**src/sv/cfpu_pkg.sv**
```systemverilog
// shared types, constants and beat formatting for the frequency plan unit
package cfpu_pkg;

    localparam logic [29:0] CEIL_HZ      = 30'd900000000;
    localparam logic [19:0] FRAC_DEN     = 20'd1048575;
    localparam logic [11:0] DIV_MAX      = 12'd2048;
    localparam logic [11:0] DIV_MIN      = 12'd4;
    localparam logic [17:0] P1_OFFSET    = 18'd512;
    localparam logic [25:0] CRYSTAL_RST  = 26'd25000000;

    localparam logic [7:0] REG_PLL_A    = 8'd26;
    localparam logic [7:0] REG_PLL_B    = 8'd34;
    localparam logic [7:0] REG_MS0      = 8'd42;
    localparam logic [7:0] REG_CLK0     = 8'd16;
    localparam logic [7:0] REG_PLL_RST  = 8'd177;
    localparam logic [7:0] CLK_ON       = 8'h4F;
    localparam logic [7:0] CLK_OFF      = 8'h80;
    localparam logic [7:0] SRC_PLL_B    = 8'h20;
    localparam logic [7:0] RST_PLL_A    = 8'h20;
    localparam logic [7:0] RST_PLL_B    = 8'h80;

    localparam logic [1:0] CHAN_NONE    = 2'd3;
    localparam logic [2:0] ADDR_CRYSTAL = 3'd0;

    // pipeline stage map
    localparam int ST_SAT      = 1;
    localparam int ST_D1_LAST  = 13;
    localparam int ST_VCO      = 14;
    localparam int ST_D2_LAST  = 61;
    localparam int ST_FRAC     = 62;
    localparam int ST_D3_LAST  = 82;
    localparam int ST_PACK     = 83;
    localparam int NSTAGE      = 84;

    localparam logic [4:0] BEAT_PLL_RST = 5'd16;
    localparam logic [4:0] BEAT_CLK     = 5'd17;

    typedef struct packed {
        logic [1:0]  chan;
        logic        pll_b;
        logic [2:0]  expo;
        logic        off;
        logic        sat;
        logic [34:0] scaled;
        logic [11:0] div;
        logic [46:0] acc;
        logic [25:0] rem;
        logic [19:0] q;
        logic [7:0]  mult;
        logic [17:0] p1_pll;
        logic [19:0] p2;
    } item_t;

    typedef struct packed {
        logic [1:0]  chan;
        logic        pll_b;
        logic [2:0]  expo;
        logic        off;
        logic [11:0] div;
        logic [17:0] p1_pll;
        logic [19:0] p2;
    } plan_t;

    typedef struct packed {
        logic       busy;
        logic [4:0] cnt;
    } emit_stat_t;

    function automatic logic [15:0] beat_word(plan_t p, logic [4:0] cnt);
        logic [18:0] ms_full;
        logic [17:0] ms_p1;
        logic [7:0]  addr;
        logic [7:0]  data;
        ms_full = {p.div, 7'b0} - 19'(P1_OFFSET);
        ms_p1   = ms_full[17:0];
        addr    = '0;
        data    = '0;
        if (p.off)
        begin
            addr = REG_CLK0 + 8'(p.chan);
            data = CLK_OFF;
        end
        else if (cnt < 5'd8)
        begin
            addr = (p.pll_b ? REG_PLL_B : REG_PLL_A) + 8'(cnt);
            case (cnt[2:0])
                3'd0: data = FRAC_DEN[15:8];
                3'd1: data = FRAC_DEN[7:0];
                3'd2: data = {6'b0, p.p1_pll[17:16]};
                3'd3: data = p.p1_pll[15:8];
                3'd4: data = p.p1_pll[7:0];
                3'd5: data = {4'hF, p.p2[19:16]};
                3'd6: data = p.p2[15:8];
                default: data = p.p2[7:0];
            endcase
        end
        else if (cnt < BEAT_PLL_RST)
        begin
            addr = REG_MS0 + {3'b0, p.chan, 3'b0} + 8'(cnt[2:0]);
            case (cnt[2:0])
                3'd0: data = 8'd0;
                3'd1: data = 8'd1;
                3'd2: data = {1'b0, p.expo, 2'b0, ms_p1[17:16]};
                3'd3: data = ms_p1[15:8];
                3'd4: data = ms_p1[7:0];
                default: data = 8'd0;
            endcase
        end
        else if (cnt == BEAT_PLL_RST)
        begin
            addr = REG_PLL_RST;
            data = p.pll_b ? RST_PLL_B : RST_PLL_A;
        end
        else
        begin
            addr = REG_CLK0 + 8'(p.chan);
            data = CLK_ON | (p.pll_b ? SRC_PLL_B : 8'h00);
        end
        return {addr, data};
    endfunction

endpackage

```
**src/sv/cfpu_if.sv**
```systemverilog


interface cfpu_wr_if;
    logic       valid;
    logic       ready;
    logic [7:0] reg_addr;
    logic [7:0] reg_byte;
    logic       last;

    modport source (output valid, reg_addr, reg_byte, last, input ready);
    modport sink (input valid, reg_addr, reg_byte, last, output ready);
endinterface

```
**src/sv/cfpu_emit.sv**
```systemverilog
// sequencer that turns one plan into its register write beats
module cfpu_emit (
    input  logic                 clk,
    input  logic                 rst_n,
    input  logic                 fin_valid,
    input  cfpu_pkg::plan_t      fin_plan,
    output logic                 take_ready,
    output cfpu_pkg::emit_stat_t stat,
    cfpu_wr_if.source            wr
);
    import cfpu_pkg::*;

    logic        busy_reg;
    logic [4:0]  cnt_reg;
    plan_t       plan_reg;
    logic        last_beat;
    logic        take;
    logic [15:0] word;

    assign last_beat  = plan_reg.off || (cnt_reg == BEAT_CLK);
    assign take_ready = !busy_reg || (wr.ready && last_beat);
    assign take       = fin_valid && take_ready;

    always_ff @(posedge clk or negedge rst_n)
    begin
        if (!rst_n)
        begin
            busy_reg <= 1'b0;
            cnt_reg  <= '0;
        end
        else if (take)
        begin
            busy_reg <= (fin_plan.chan != CHAN_NONE);
            cnt_reg  <= '0;
        end
        else if (busy_reg && wr.ready)
        begin
            if (last_beat)
                busy_reg <= 1'b0;
            else
                cnt_reg <= cnt_reg + 5'd1;
        end
    end

    always_ff @(posedge clk)
    begin
        if (take)
            plan_reg <= fin_plan;
    end

    assign word        = beat_word(plan_reg, cnt_reg);
    assign wr.valid    = busy_reg;
    assign wr.reg_addr = word[15:8];
    assign wr.reg_byte = word[7:0];
    assign wr.last     = last_beat;
    assign stat.busy   = busy_reg;
    assign stat.cnt    = cnt_reg;
endmodule

```
**src/flat_wrapper.sv**
```systemverilog
// flat-port wrapper written by rule: the top's interface ports become plain ports
module cfpu_emit_flat import cfpu_pkg::*;
  (clk, rst_n, fin_valid, fin_plan, take_ready, stat, wr_valid, wr_reg_addr, wr_reg_byte, wr_last, wr_ready);
  cfpu_wr_if wr_i ();
  input  logic clk;
  input  logic rst_n;
  input  logic fin_valid;
  input  cfpu_pkg::plan_t fin_plan;
  output logic take_ready;
  output cfpu_pkg::emit_stat_t stat;
  output wire logic [$bits(wr_i.valid)-1:0] wr_valid;
  output wire logic [$bits(wr_i.reg_addr)-1:0] wr_reg_addr;
  output wire logic [$bits(wr_i.reg_byte)-1:0] wr_reg_byte;
  output wire logic [$bits(wr_i.last)-1:0] wr_last;
  input wire logic [$bits(wr_i.ready)-1:0] wr_ready;
  assign wr_valid = wr_i.valid;
  assign wr_reg_addr = wr_i.reg_addr;
  assign wr_reg_byte = wr_i.reg_byte;
  assign wr_last = wr_i.last;
  assign wr_i.ready = wr_ready;
  cfpu_emit u_core (.clk(clk), .rst_n(rst_n), .fin_valid(fin_valid), .fin_plan(fin_plan), .take_ready(take_ready), .stat(stat), .wr(wr_i));
endmodule
```
**config.mk**
```make
export PLATFORM = sky130hd
export DESIGN_NAME = cfpu_emit_flat
export DESIGN_NICKNAME = d
export VERILOG_FILES = /design/src/sv/cfpu_pkg.sv /design/src/sv/cfpu_if.sv /design/src/sv/cfpu_emit.sv /design/src/flat_wrapper.sv
export SDC_FILE = /design/constraint.sdc
export NUM_CORES = 1
export LEC_CHECK = 0
export BUFFER_PORTS_ARGS = -buffer_cell sky130_fd_sc_hd__buf_4
export CAP_MARGIN = 20
export CORE_MARGIN = 8
export CORE_UTILIZATION = 50
export DETAILED_ROUTE_END_ITERATION = 10
export PLACE_DENSITY = 0.81
export RECOVER_POWER = 100
export SETUP_SLACK_MARGIN = 0.02
export SLEW_MARGIN = 0
export SYNTH_ARGS = -nofsm -noshare
export SYNTH_HDL_FRONTEND = slang
export SYNTH_SLANG_ARGS = --single-unit
export TNS_END_PERCENT = 30
```
**constraint.sdc**
```tcl
create_clock -name clk -period 6.7 [get_ports clk]
set_clock_uncertainty 0.1 [all_clocks]
set_input_delay 0 -clock clk [delete_from_list [all_inputs] [get_ports clk]]
set_output_delay 0 -clock clk [all_outputs]
set_load 0.1 [all_outputs]
```
=== After elaboration in Yosys (flattened, before gate mapping) ===
Cells that the tools add are included.

* Flip-flop bits (word level): 62
* Input port bits: 61
* Output and inout bits: 25
* Word-level logic and storage cells: 58

* Add/subtract/negate cells: 6
* Order comparisons: 2
* Eq/ne operators: 10
* Multiplexer cells: 19
* Reduce and logical (&&, ||, !) cells: 12

{| class="wikitable"
|+ Operator list
! operator !! number
|-
| $mux W8 || 9
|-
| $pmux W8 S6 || 1
|-
| $pmux W8 S4 || 1
|-
| $sub A18 B10 Y18 const B || 1
|-
| $mux W5 || 3
|-
| $mux W6 || 2
|-
| $eq A5 B5 Y1 const B || 2
|-
| $eq A3 B3 Y1 const B || 3
|-
| $add A8 B3 Y8 || 1
|-
| $add A8 B5 Y8 || 1
|-
| $add A6 B5 Y7 const A || 1
|-
| $add A5 B2 Y6 const A || 1
|-
| $eq A3 B2 Y1 const B || 2
|-
| $add A5 B1 Y5 const B || 1
|-
| $lt A5 B4 Y1 const B || 1
|-
| $lt A5 B5 Y1 const B || 1
|-
| $ne A2 B2 Y1 const B || 2
|-
| $reduce_and A2 Y1 || 2
|-
| $reduce_bool A2 Y1 || 2
|-
| $eq A3 B1 Y1 const B || 1
|-
| $logic_and A1 B1 Y1 || 3
|-
| $logic_not A3 Y1 || 1
|-
| $mux W1 || 3
|-
| $logic_or A1 B1 Y1 || 2
|-
| other kinds (2) || 2
|}

=== Logic depth before layout (Yosys ltp) ===
Gate-level depths: netlist of the first run.

* Depth after elaboration: 7
* Depth in mapped cells: 9
* Gate-level depth less buffers: 8

=== Least setup slack after synthesis of the first run ===
Ideal clock, no wire load.

* Path type: flip-flop to output port
* Start point: register u_core.cnt_reg[2]
* End point: output port wr_reg_addr[6]
* Data arrival time: 6516 ps
* Required time: 6600 ps
* Path slack: 84 ps
* Cell stages (with the launch flop): 6
* Path buffers: 1
* Cells stage by stage: dfrtp_1 -> buf_2 -> nand2_1 -> or3_1 -> xor2_1 -> a2111oi_0

* Cells in the longest elaborated chain, start to end: 4
* Elaborated cells between the ends (all ways): 7
* Classes of those cells: add/sub (2); order compare (2); mux (3)

{| class="wikitable"
|+ Ends and longest elaborated chain
! what !! RTL line !! source
|-
| from (decl) || cfpu_emit.sv:14 || <nowiki>logic [4:0] cnt_reg;</nowiki>
|-
| from (signal assigned) || cfpu_emit.sv:41 || <nowiki>cnt_reg <= cnt_reg + 5'd1;</nowiki>
|-
| $add A8 B3 Y8 or $lt A5 B5 Y1 (tied branches) || cfpu_pkg.sv:99, cfpu_pkg.sv:97 ||
|-
| $mux W8 || cfpu_pkg.sv:97 || <nowiki>else if (cnt < BEAT_PLL_RST)</nowiki>
|-
| $mux W8 (*) || cfpu_pkg.sv:83 || <nowiki>else if (cnt < 5'd8)</nowiki>
|-
| $mux W8 (*) || cfpu_pkg.sv:78 || <nowiki>if (p.off)</nowiki>
|-
| to (decl) || flat_wrapper.sv:12 || <nowiki>output wire logic [$bits(wr_i.reg_addr)-1:0] wr_reg_addr;</nowiki>
|}

Every way passes the cells marked *; elsewhere a longest branch is shown, timed or not.

=== Worst setup path in the final report of the first run ===
* Start point: register u_core.cnt_reg[1]
* End point: register u_core.plan_reg[14] (netlist bit) (enable)

* Cells in the longest elaborated chain, start to end: 5

{| class="wikitable"
|+ Ends and longest elaborated chain
! what !! RTL line !! source
|-
| $eq A5 B5 Y1 || cfpu_emit.sv:20 || <nowiki>assign last_beat = plan_reg.off || (cnt_reg == BEAT_CLK);</nowiki>
|-
| $logic_or A1 B1 Y1 || cfpu_emit.sv:20 ||
|-
| $logic_and A1 B1 Y1 || cfpu_emit.sv:21 || <nowiki>assign take_ready = !busy_reg || (wr.ready && last_beat);</nowiki>
|-
| $logic_or A1 B1 Y1 || cfpu_emit.sv:21 ||
|-
| $logic_and A1 B1 Y1 || cfpu_emit.sv:22 || <nowiki>assign take = fin_valid && take_ready;</nowiki>
|-
| named net u_core.take || cfpu_emit.sv:17 || <nowiki>logic take;</nowiki>
|-
| to (signal assigned) || cfpu_emit.sv:48 || <nowiki>plan_reg <= fin_plan;</nowiki>
|-
| to (decl) || cfpu_emit.sv:15 || <nowiki>plan_t plan_reg;</nowiki>
|}

The timed path passes the listed nets, and every way through them passes these cells.
A chain may end at the register's enable or synchronous reset.

==> qor.txt, run 1 <==
status -> finished with violations
violated checks -> max-capacitance violations, max-slew violations
Post-Syn Area -> 3080 um2
Worst-Skew Late Latency -> 0.33 ns
asr flop ratio synth -> 9.68%
slew margin rel. -> -96.2%
largest family of logic cells by synthesized area -> compound AO/OA/AOI/OAI gates
XOR/XNOR Fraction of Synth Area -> 3.13%
Slew Limit Fails -> 57
clk slew on worst S/H paths -> 0.07 ns
Synth Area in Simple Gates -> 10.6%
VDD IR max -> 0.000161 V
Initial Util -> 52.0%
routed length per instance -> 18.4 um
Yosys reg bits -> 62
PwrDens -> 272 nW/um2
Max Fclk -> 0.220 GHz
die area -> 8930 um2
Worst path max stage delay -> 2.07 ns
Max Cap Viol -> 1
vias in the first global route -> 2714
hpwl dp -> 5.25 mm
Critical Path End -> u_core.plan_reg[14]
multi-input combinational cell area -> 1130 um2
TritonCTS clock tree -> done
row count -> 28
IO buf count -> 84
Final Setup Violations -> 0
crit path DAT -> 4.33 ns
Via density -> 5.48
top-area cell type share of the netlist area -> 54.6%
Synth Warn # -> 0
syn_area_per_cell -> 12.7 um2
WS Path Type -> register to register
fin crit share -> 68.0%
Slew @ Worst Pin -> 2.94 ns
pin count of the biggest net entering global routing -> 57
Worst Path Buf+Inv -> 3
Syn Inst Count -> 243
CP Max Fanout -> 56
Synth Area in Compound Gates -> 15.9%
top cells by area, synth -> edfxtp_1 (55%), ha_1 (5.7%), dfrtp_1 (4.9%)
DRC -> 0
critical path depth -> 9
TritonRoute pass-1 iters -> 4
RR Startpoint -> u_core.cnt_reg[1]
Hold Vio Cnt, Final -> 0
top_reg_cell synth -> edfxtp_1
Post-Synth Adder-Cell Area -> 5.69%
crit-path cells -> inv_1, ha_1, nor2b_1, a21oi_1, inv_1, nand2_1, nand2_1, and2_2, clkbuf_1
H-tree depth -> 3
family with the most delay on the worst path -> buffers and inverters
EDFF count, synth -> 56
Tmin final -> 4.55 ns
slowest CP cell -> clkbuf_1
Setup crit start -> u_core.cnt_reg[1]
Setup crit end kind -> register
postcts setup bufs -> 0
GPL Wtd Cong -> 0.842
ANT nets after route -> 0
number of fill cells -> 401
Register-to-Register Path Depth -> 9
layout cell share with drive strength beyond 1 -> 21.0%
Critical Path Start Type -> register
Detailed Route Iter0 Violations -> 216
setup ws final -> 2.15 ns
Syn-to-layout area delta -> 43.5%
setup slack, reg-to-reg -> 2.15 ns
Worst Path Required -> 6.48 ns
global-route wire length before repair -> 13.7 mm
max reg flops -> 56
Placeable Area -> 5920 um2
clk sinks -> 62
Root Buffer -> clkbuf_8
Total Routing Usage GR -> 20.1%
Syn Nets -> 318
Leak Pwr -> 1.73 nW
Routed WL -> 8.53 mm
gr ovfl total -> 0
# nets final -> 460
Die Width -> 94.5 um
initial antenna violation count -> 0
HP Class -> primary input to register
hold path start -> fin_plan[36]
Die H -> 94.5 um
flip-flop and latch area -> 1830 um2
Vias -> 2550
number of diodes -> 0
largest area contributor in the netlist -> edfxtp_1
RSZ-0062 raised after global routing -> false
Ports -> 86
mux share of post-synthesis cell area -> 1.34%
maximum clock path buffer count -> 2
post-synthesis sequential area ratio -> 59.5%
CTS Buf Count -> 9
worst slack at placement -> 3.61 ns
Reg-to-Reg End -> u_core.plan_reg[14]
Cell variety after synth -> 55
setup TNS -> 0 ns
## logic make-up after synthesis
group	after synthesis
buffers and inverters	27
flip-flops	62
XOR/XNOR	11
adder cells (fa/ha/maj)	14
AO/OA/AOI/OAI	69
multiplexers	4
AND/OR/NAND/NOR	56
## how the worst min path moves through the flow
| stage | to | slack [ns] | cells past startpoint |
|---|---|---|---|
| finish | u_core.plan_reg[36] | 0.30 | 2 |
| global placement | u_core.wr.valid | -0.29 | 1 |
| floorplan | u_core.cnt_reg[0] | -0.40 | 0 |
| global route | u_core.plan_reg[25] | 0.29 | 2 |
| detailed placement | u_core.wr.valid | -0.29 | 1 |
| CTS | u_core.plan_reg[18] | 0.26 | 2 |
## layout by cell type, fill, tap and decap left out, types with 4 or more instances in the layout
cell type,Yosys,layout
clkbuf_1,8,27
a21oi_1,17,17
nand3_1,5,5
nor2_1,8,8
nand2_1,16,16
o21ai_0,12,12
clkbuf_8,0,9
dfrtp_1,6,6
a221oi_1,6,6
clkbuf_4,0,57
nor3_1,6,6
ha_1,14,14
dlygate4sd3_1,0,61
edfxtp_1,56,56
a222oi_1,4,4
xor2_1,8,8
nor2b_1,4,4
inv_1,11,12
## per-stage QoR
step / power (mW) / hold slack [ns] / cell area, um2 / utilization (%) / instances
2_1_floorplan: 0.814 / -0.396 / 3080 / - / 243
3_3_place_gp: 0.920 / -0.292 / 3740 / 63.2 / 388
3_5_place_dp: 0.923 / -0.289 / 3740 / 63.2 / 388
4_1_cts: 1.23 / 0.265 / 4520 / 76.3 / 465
5_1_grt: 1.26 / 0.288 / 4420 / 74.6 / 465
6_report: 1.20 / 0.302 / 4420 / 74.6 / 465
## power by group
group,internal (mW),total [mW],switching (mW)
clock network,0.133,0.274,0.142
registers,0.456,0.485,0.0295
logic,0.121,0.441,0.319
total,0.710,1.20,0.491
## area by class of cell
class                           instances  share of cell area [%]
Sequential cell                        62                    41.4
Clock inverter                          6                   0.878
Tap cell                               75                    2.12
Multi-Input combinational cell        154                    25.6
Timing Repair Buffer                  146                    26.0
Inverter                               12                    1.02
Clock buffer                           10                    2.89
## layer usage
| layer | share of wire [%] | global-route usage (%) |
|---|---|---|
| met1 | 36 | 20.8 |
| met2 | 53 | 35.5 |
| met3 | 8.8 | 8.57 |
| met4 | 1.5 | 7.02 |
| met5 | 0 | 0 |
## synth_stat cells, types with 2 or more instances
master,n
o21ai_0,12
nand2_1,16
nor4_4,2
a31oi_1,2
ha_1,14
o22a_1,2
clkbuf_1,8
a311oi_1,2
a22o_1,3
o22ai_1,2
or3_1,2
a222oi_1,4
xnor2_1,3
a211oi_1,2
nor2_1,8
a32oi_1,3
nor2b_1,4
inv_1,11
xor2_1,8
and2_1,3
a221oi_1,6
nor4_2,2
mux2i_1,3
nand3_1,5
and3_1,2
nor3_1,6
buf_2,4
dfrtp_1,6
a21oi_1,17
edfxtp_1,56
## what timing repair did
| action | CTS | global route |
|---|---|---|
| hold buffers | 61 | 0 |
| gates resized for setup | 0 | 0 |
| hold endpoints to repair | 68 | 0 |
Power figures use the tool's default switching activity.
==> run 2, diff against run 1 <==
--- a/config.mk
+++ b/config.mk
@@ -8,9 +8,9 @@
 export BUFFER_PORTS_ARGS = -buffer_cell sky130_fd_sc_hd__buf_4
 export CAP_MARGIN = 20
 export CORE_MARGIN = 8
-export CORE_UTILIZATION = 50
+export CORE_UTILIZATION = 47
 export DETAILED_ROUTE_END_ITERATION = 10
-export PLACE_DENSITY = 0.81
+export PLACE_DENSITY = 0.8
 export RECOVER_POWER = 100
 export SETUP_SLACK_MARGIN = 0.02
 export SLEW_MARGIN = 0
==> constraint.sdc (replaced) <==
create_clock -name clk -period 3.9 [get_ports clk]
set_clock_uncertainty 0.1 [all_clocks]
set_input_delay 0 -clock clk [delete_from_list [all_inputs] [get_ports clk]]
set_output_delay 0 -clock clk [all_outputs]
set_load 0.1 [all_outputs]
==> run 2 against run 1 <==
  * The flow now finishes without violations
  * Power grew 85%
  * Non-clock buffer count grew 1
  * Worst setup slack worse by 1.5 ns
  * Global-route usage fell by 1.3 points
  * Critical path depth down 1
  * Fmax grew 39%
  * Cell count up 0.65%
  * First-iteration DRC count is 23% lower
  * Via count rose by 1.4%
  * Hold slack lost 0.011 ns
  * Critical path type unchanged
  * Critical endpoint is now u_core.plan_reg[38]
==> qor.txt, run 2 (synthesis results as in run 1) <==
PwrDens -> 491 nW/um2 (+81%)
TritonRoute pass-1 iters -> 4 (unchanged)
postcts setup bufs -> 0 (unchanged)
Hold Path Sink -> u_core.plan_reg[12]
Setup crit end kind -> register
Tmin final -> 3.28 ns (-1.27 ns)
fin crit share -> 84.1% (+16 points)
GPL Wtd Cong -> 0.801 (-4.9%)
Critical Path Start Type -> register
initial antenna violation count -> 0 (unchanged)
flip-flop and latch area -> 1830 um2 (about the same)
Cell Area, Placed -> 3800 um2 (+1.5%)
Via density -> 5.52 (+0.72%)
slowest CP cell -> and2_2
RR Startpoint -> u_core.cnt_reg[1]
Slew Limit Fails -> 0 (-100%)
IO buf count -> 84 (unchanged)
global-route wire length before repair -> 14.1 mm (+2.9%)
Placeable Area -> 6350 um2 (+7.2%)
routed length per instance -> 18.3 um (-0.23%)
Reg-to-Reg End -> u_core.plan_reg[38]
Design Area, Final -> 4530 um2 (+2.6%)
DRC -> 0 (unchanged)
# nets final -> 461 (+0.22%)
number of fill cells -> 412 (+2.7%)
Worst path max stage delay -> 0.99 ns (-1.08 ns)
Slew @ Worst Pin -> 1.25 ns (-1.69 ns)
PostCTS Resize Cnt -> 0 (unchanged)
clk slew on worst S/H paths -> 0.07 ns (about the same)
Worst Path Required -> 3.75 ns (-2.73 ns)
CTS Buf Count -> 9 (unchanged)
Worst-Skew Late Latency -> 0.34 ns (about the same)
Final Setup Violations -> 0 (unchanged)
WS Path Type -> register to register
CP Max Fanout -> 56 (unchanged)
Worst Path Buf+Inv -> 2 (-1)
setup slack, reg-to-reg -> 0.62 ns (-1.53 ns)
Total Routing Usage GR -> 18.7% (-1.3 points)
Register-to-Register Path Depth -> 8 (-1)
row count -> 29 (+3.6%)
Switch Pwr -> 0.864 mW (+76%)
Pint -> 1.36 mW (+92%)
Leak Pwr -> 1.79 nW (+3.4%)
Die Width -> 96.9 um (+2.6%)
combinational cell fraction of total power -> 35.8% (-0.9 points)
TritonCTS clock tree -> done
Sequential Power Share -> 37.0% (-3.4 points)
family with the most delay on the worst path -> simple AND/OR/NAND/NOR gates
Root Buffer -> clkbuf_8
Hold Slack -> 0.291 ns (-0.0109 ns)
Die H -> 96.9 um (+2.6%)
status -> finished clean
number of diodes -> 0 (unchanged)
ANT nets after route -> 0 (unchanged)
setup TNS -> 0 ns (unchanged)
RSZ-0062 raised after global routing -> false
Clock power frac -> 27.3% (+4.4 points)
most common cell after layout, fill and taps aside -> dlygate4sd3_1
Detailed Route Iter0 Violations -> 166 (-23%)
Inst Count DP -> 391 (+0.77%)
Syn-to-layout area delta -> 47.2%
HP Class -> primary input to register
Initial Util -> 48.5% (-3.5 points)
worst slack at placement -> 1.11 ns (-2.51 ns)
Ports -> 86 (unchanged)
gr ovfl total -> 0 (unchanged)
hold path start -> fin_plan[12]
maximum clock path buffer count -> 2 (unchanged)
crit path DAT -> 3.14 ns (-1.19 ns)
hold depth -> 2 (unchanged)
vias in the first global route -> 2774 (+2.2%)
hpwl dp -> 5.40 mm (+2.8%)
pin count of the biggest net entering global routing -> 57 (unchanged)
Vias -> 2585 (+1.4%)
Routed WL -> 8.57 mm (+0.41%)
Sw Ratio -> 38.8% (-2.1 points)
layout cell share with drive strength beyond 1 -> 24.6% (+3.5 points)
multi-input combinational cell area -> 1170 um2 (+3.9%)
setup ws final -> 0.618 ns (-1.53 ns)
VDD IR max -> 0.000319 V (+98%)
Tot Pwr -> 2.23 mW (+85%)
crit-path cells -> inv_1, ha_1, nor2b_1, a21oi_1, inv_1, nand2_1, nand2_1, and2_2
clk sinks -> 62 (unchanged)
Max Cap Viol -> 0 (-1)
slew margin rel. -> 16.5% (+110 points)
die area -> 9400 um2 (+5.3%)
final design utilization -> 71.4% (-3.3 points)
most frequent cells in the layout -> dlygate4sd3_1 (61), clkbuf_4 (56), edfxtp_1 (56)
Max Fclk -> 0.305 GHz (+39%)
Final Non-Filler Cells -> 468 (+0.65%)
Hold Vio Cnt, Final -> 0 (unchanged)
H-tree depth -> 3 (unchanged)
max reg flops -> 56 (unchanged)
run 2: cell types whose count changed in the layout (fill, tap and decap cells not counted), moves of 2 or more:
cell	delta
bufinv_16	+2
clkbuf_1	-9
buf_4	+3
clkbuf_2	+7
run 2: power by group through the flow:
stage / combinational [mW] / clock [mW] / sequential [mW]
global placement: 0.767 / 0 / 0.834
global route: 0.846 / 0.642 / 0.827
detailed placement: 0.776 / 0 / 0.836
floorplan: 0.525 / 0 / 0.889
finish: 0.796 / 0.607 / 0.823
CTS: 0.829 / 0.617 / 0.822
run 2: metal layers:
metal / vias to the layer above / GRT usage, % / wire, um
li1: 1230 / - / -
met1: 1234 / 20.3 / 3330
met2: 106 / 32.4 / 4470
met3: 15 / 6.76 / 603
met4: 0 / 7.10 / 169
met5: - / 0 / 0
run 2: worst reg2reg max path, cell delays in order (launching register included):
cell,delay (ns)
dfrtp_1,0.49
inv_1,0.16
ha_1,0.36
nor2b_1,0.23
a21oi_1,0.14
inv_1,0.22
nand2_1,0.07
nand2_1,0.09
and2_2,0.99
run 2: layout make-up:
class                           instances  share of cell area, %
Sequential cell                        62                   40.4
Multi-Input combinational cell        154                   25.9
Timing Repair Buffer                  147                   25.8
Clock buffer                            9                   2.73
Tap cell                               77                   2.13
Clock inverter                          7                   1.96
Inverter                               12                  0.994
run 2: repair_timing:
action	4_1_cts	5_1_grt
hold buffers	61	0
endpoints found under the setup margin	0	0
endpoints found under the hold margin	68	0
run 2: worst max path at each step:
stage | cells past startpoint | slack [ns] | endpoint | start
after CTS | 7 | 0.88 | wr_reg_byte[6] | u_core.cnt_reg[2]
after detailed placement | 8 | 1.11 | u_core.plan_reg[28] | u_core.cnt_reg[1]
after global placement | 8 | 1.19 | u_core.plan_reg[44] | u_core.cnt_reg[1]
after floorplan | 9 | -0.46 | wr_reg_byte[5] | u_core.cnt_reg[2]
final | 8 | 0.62 | u_core.plan_reg[38] | u_core.cnt_reg[1]
after global routing | 8 | 0.39 | u_core.plan_reg[50] | u_core.cnt_reg[1]
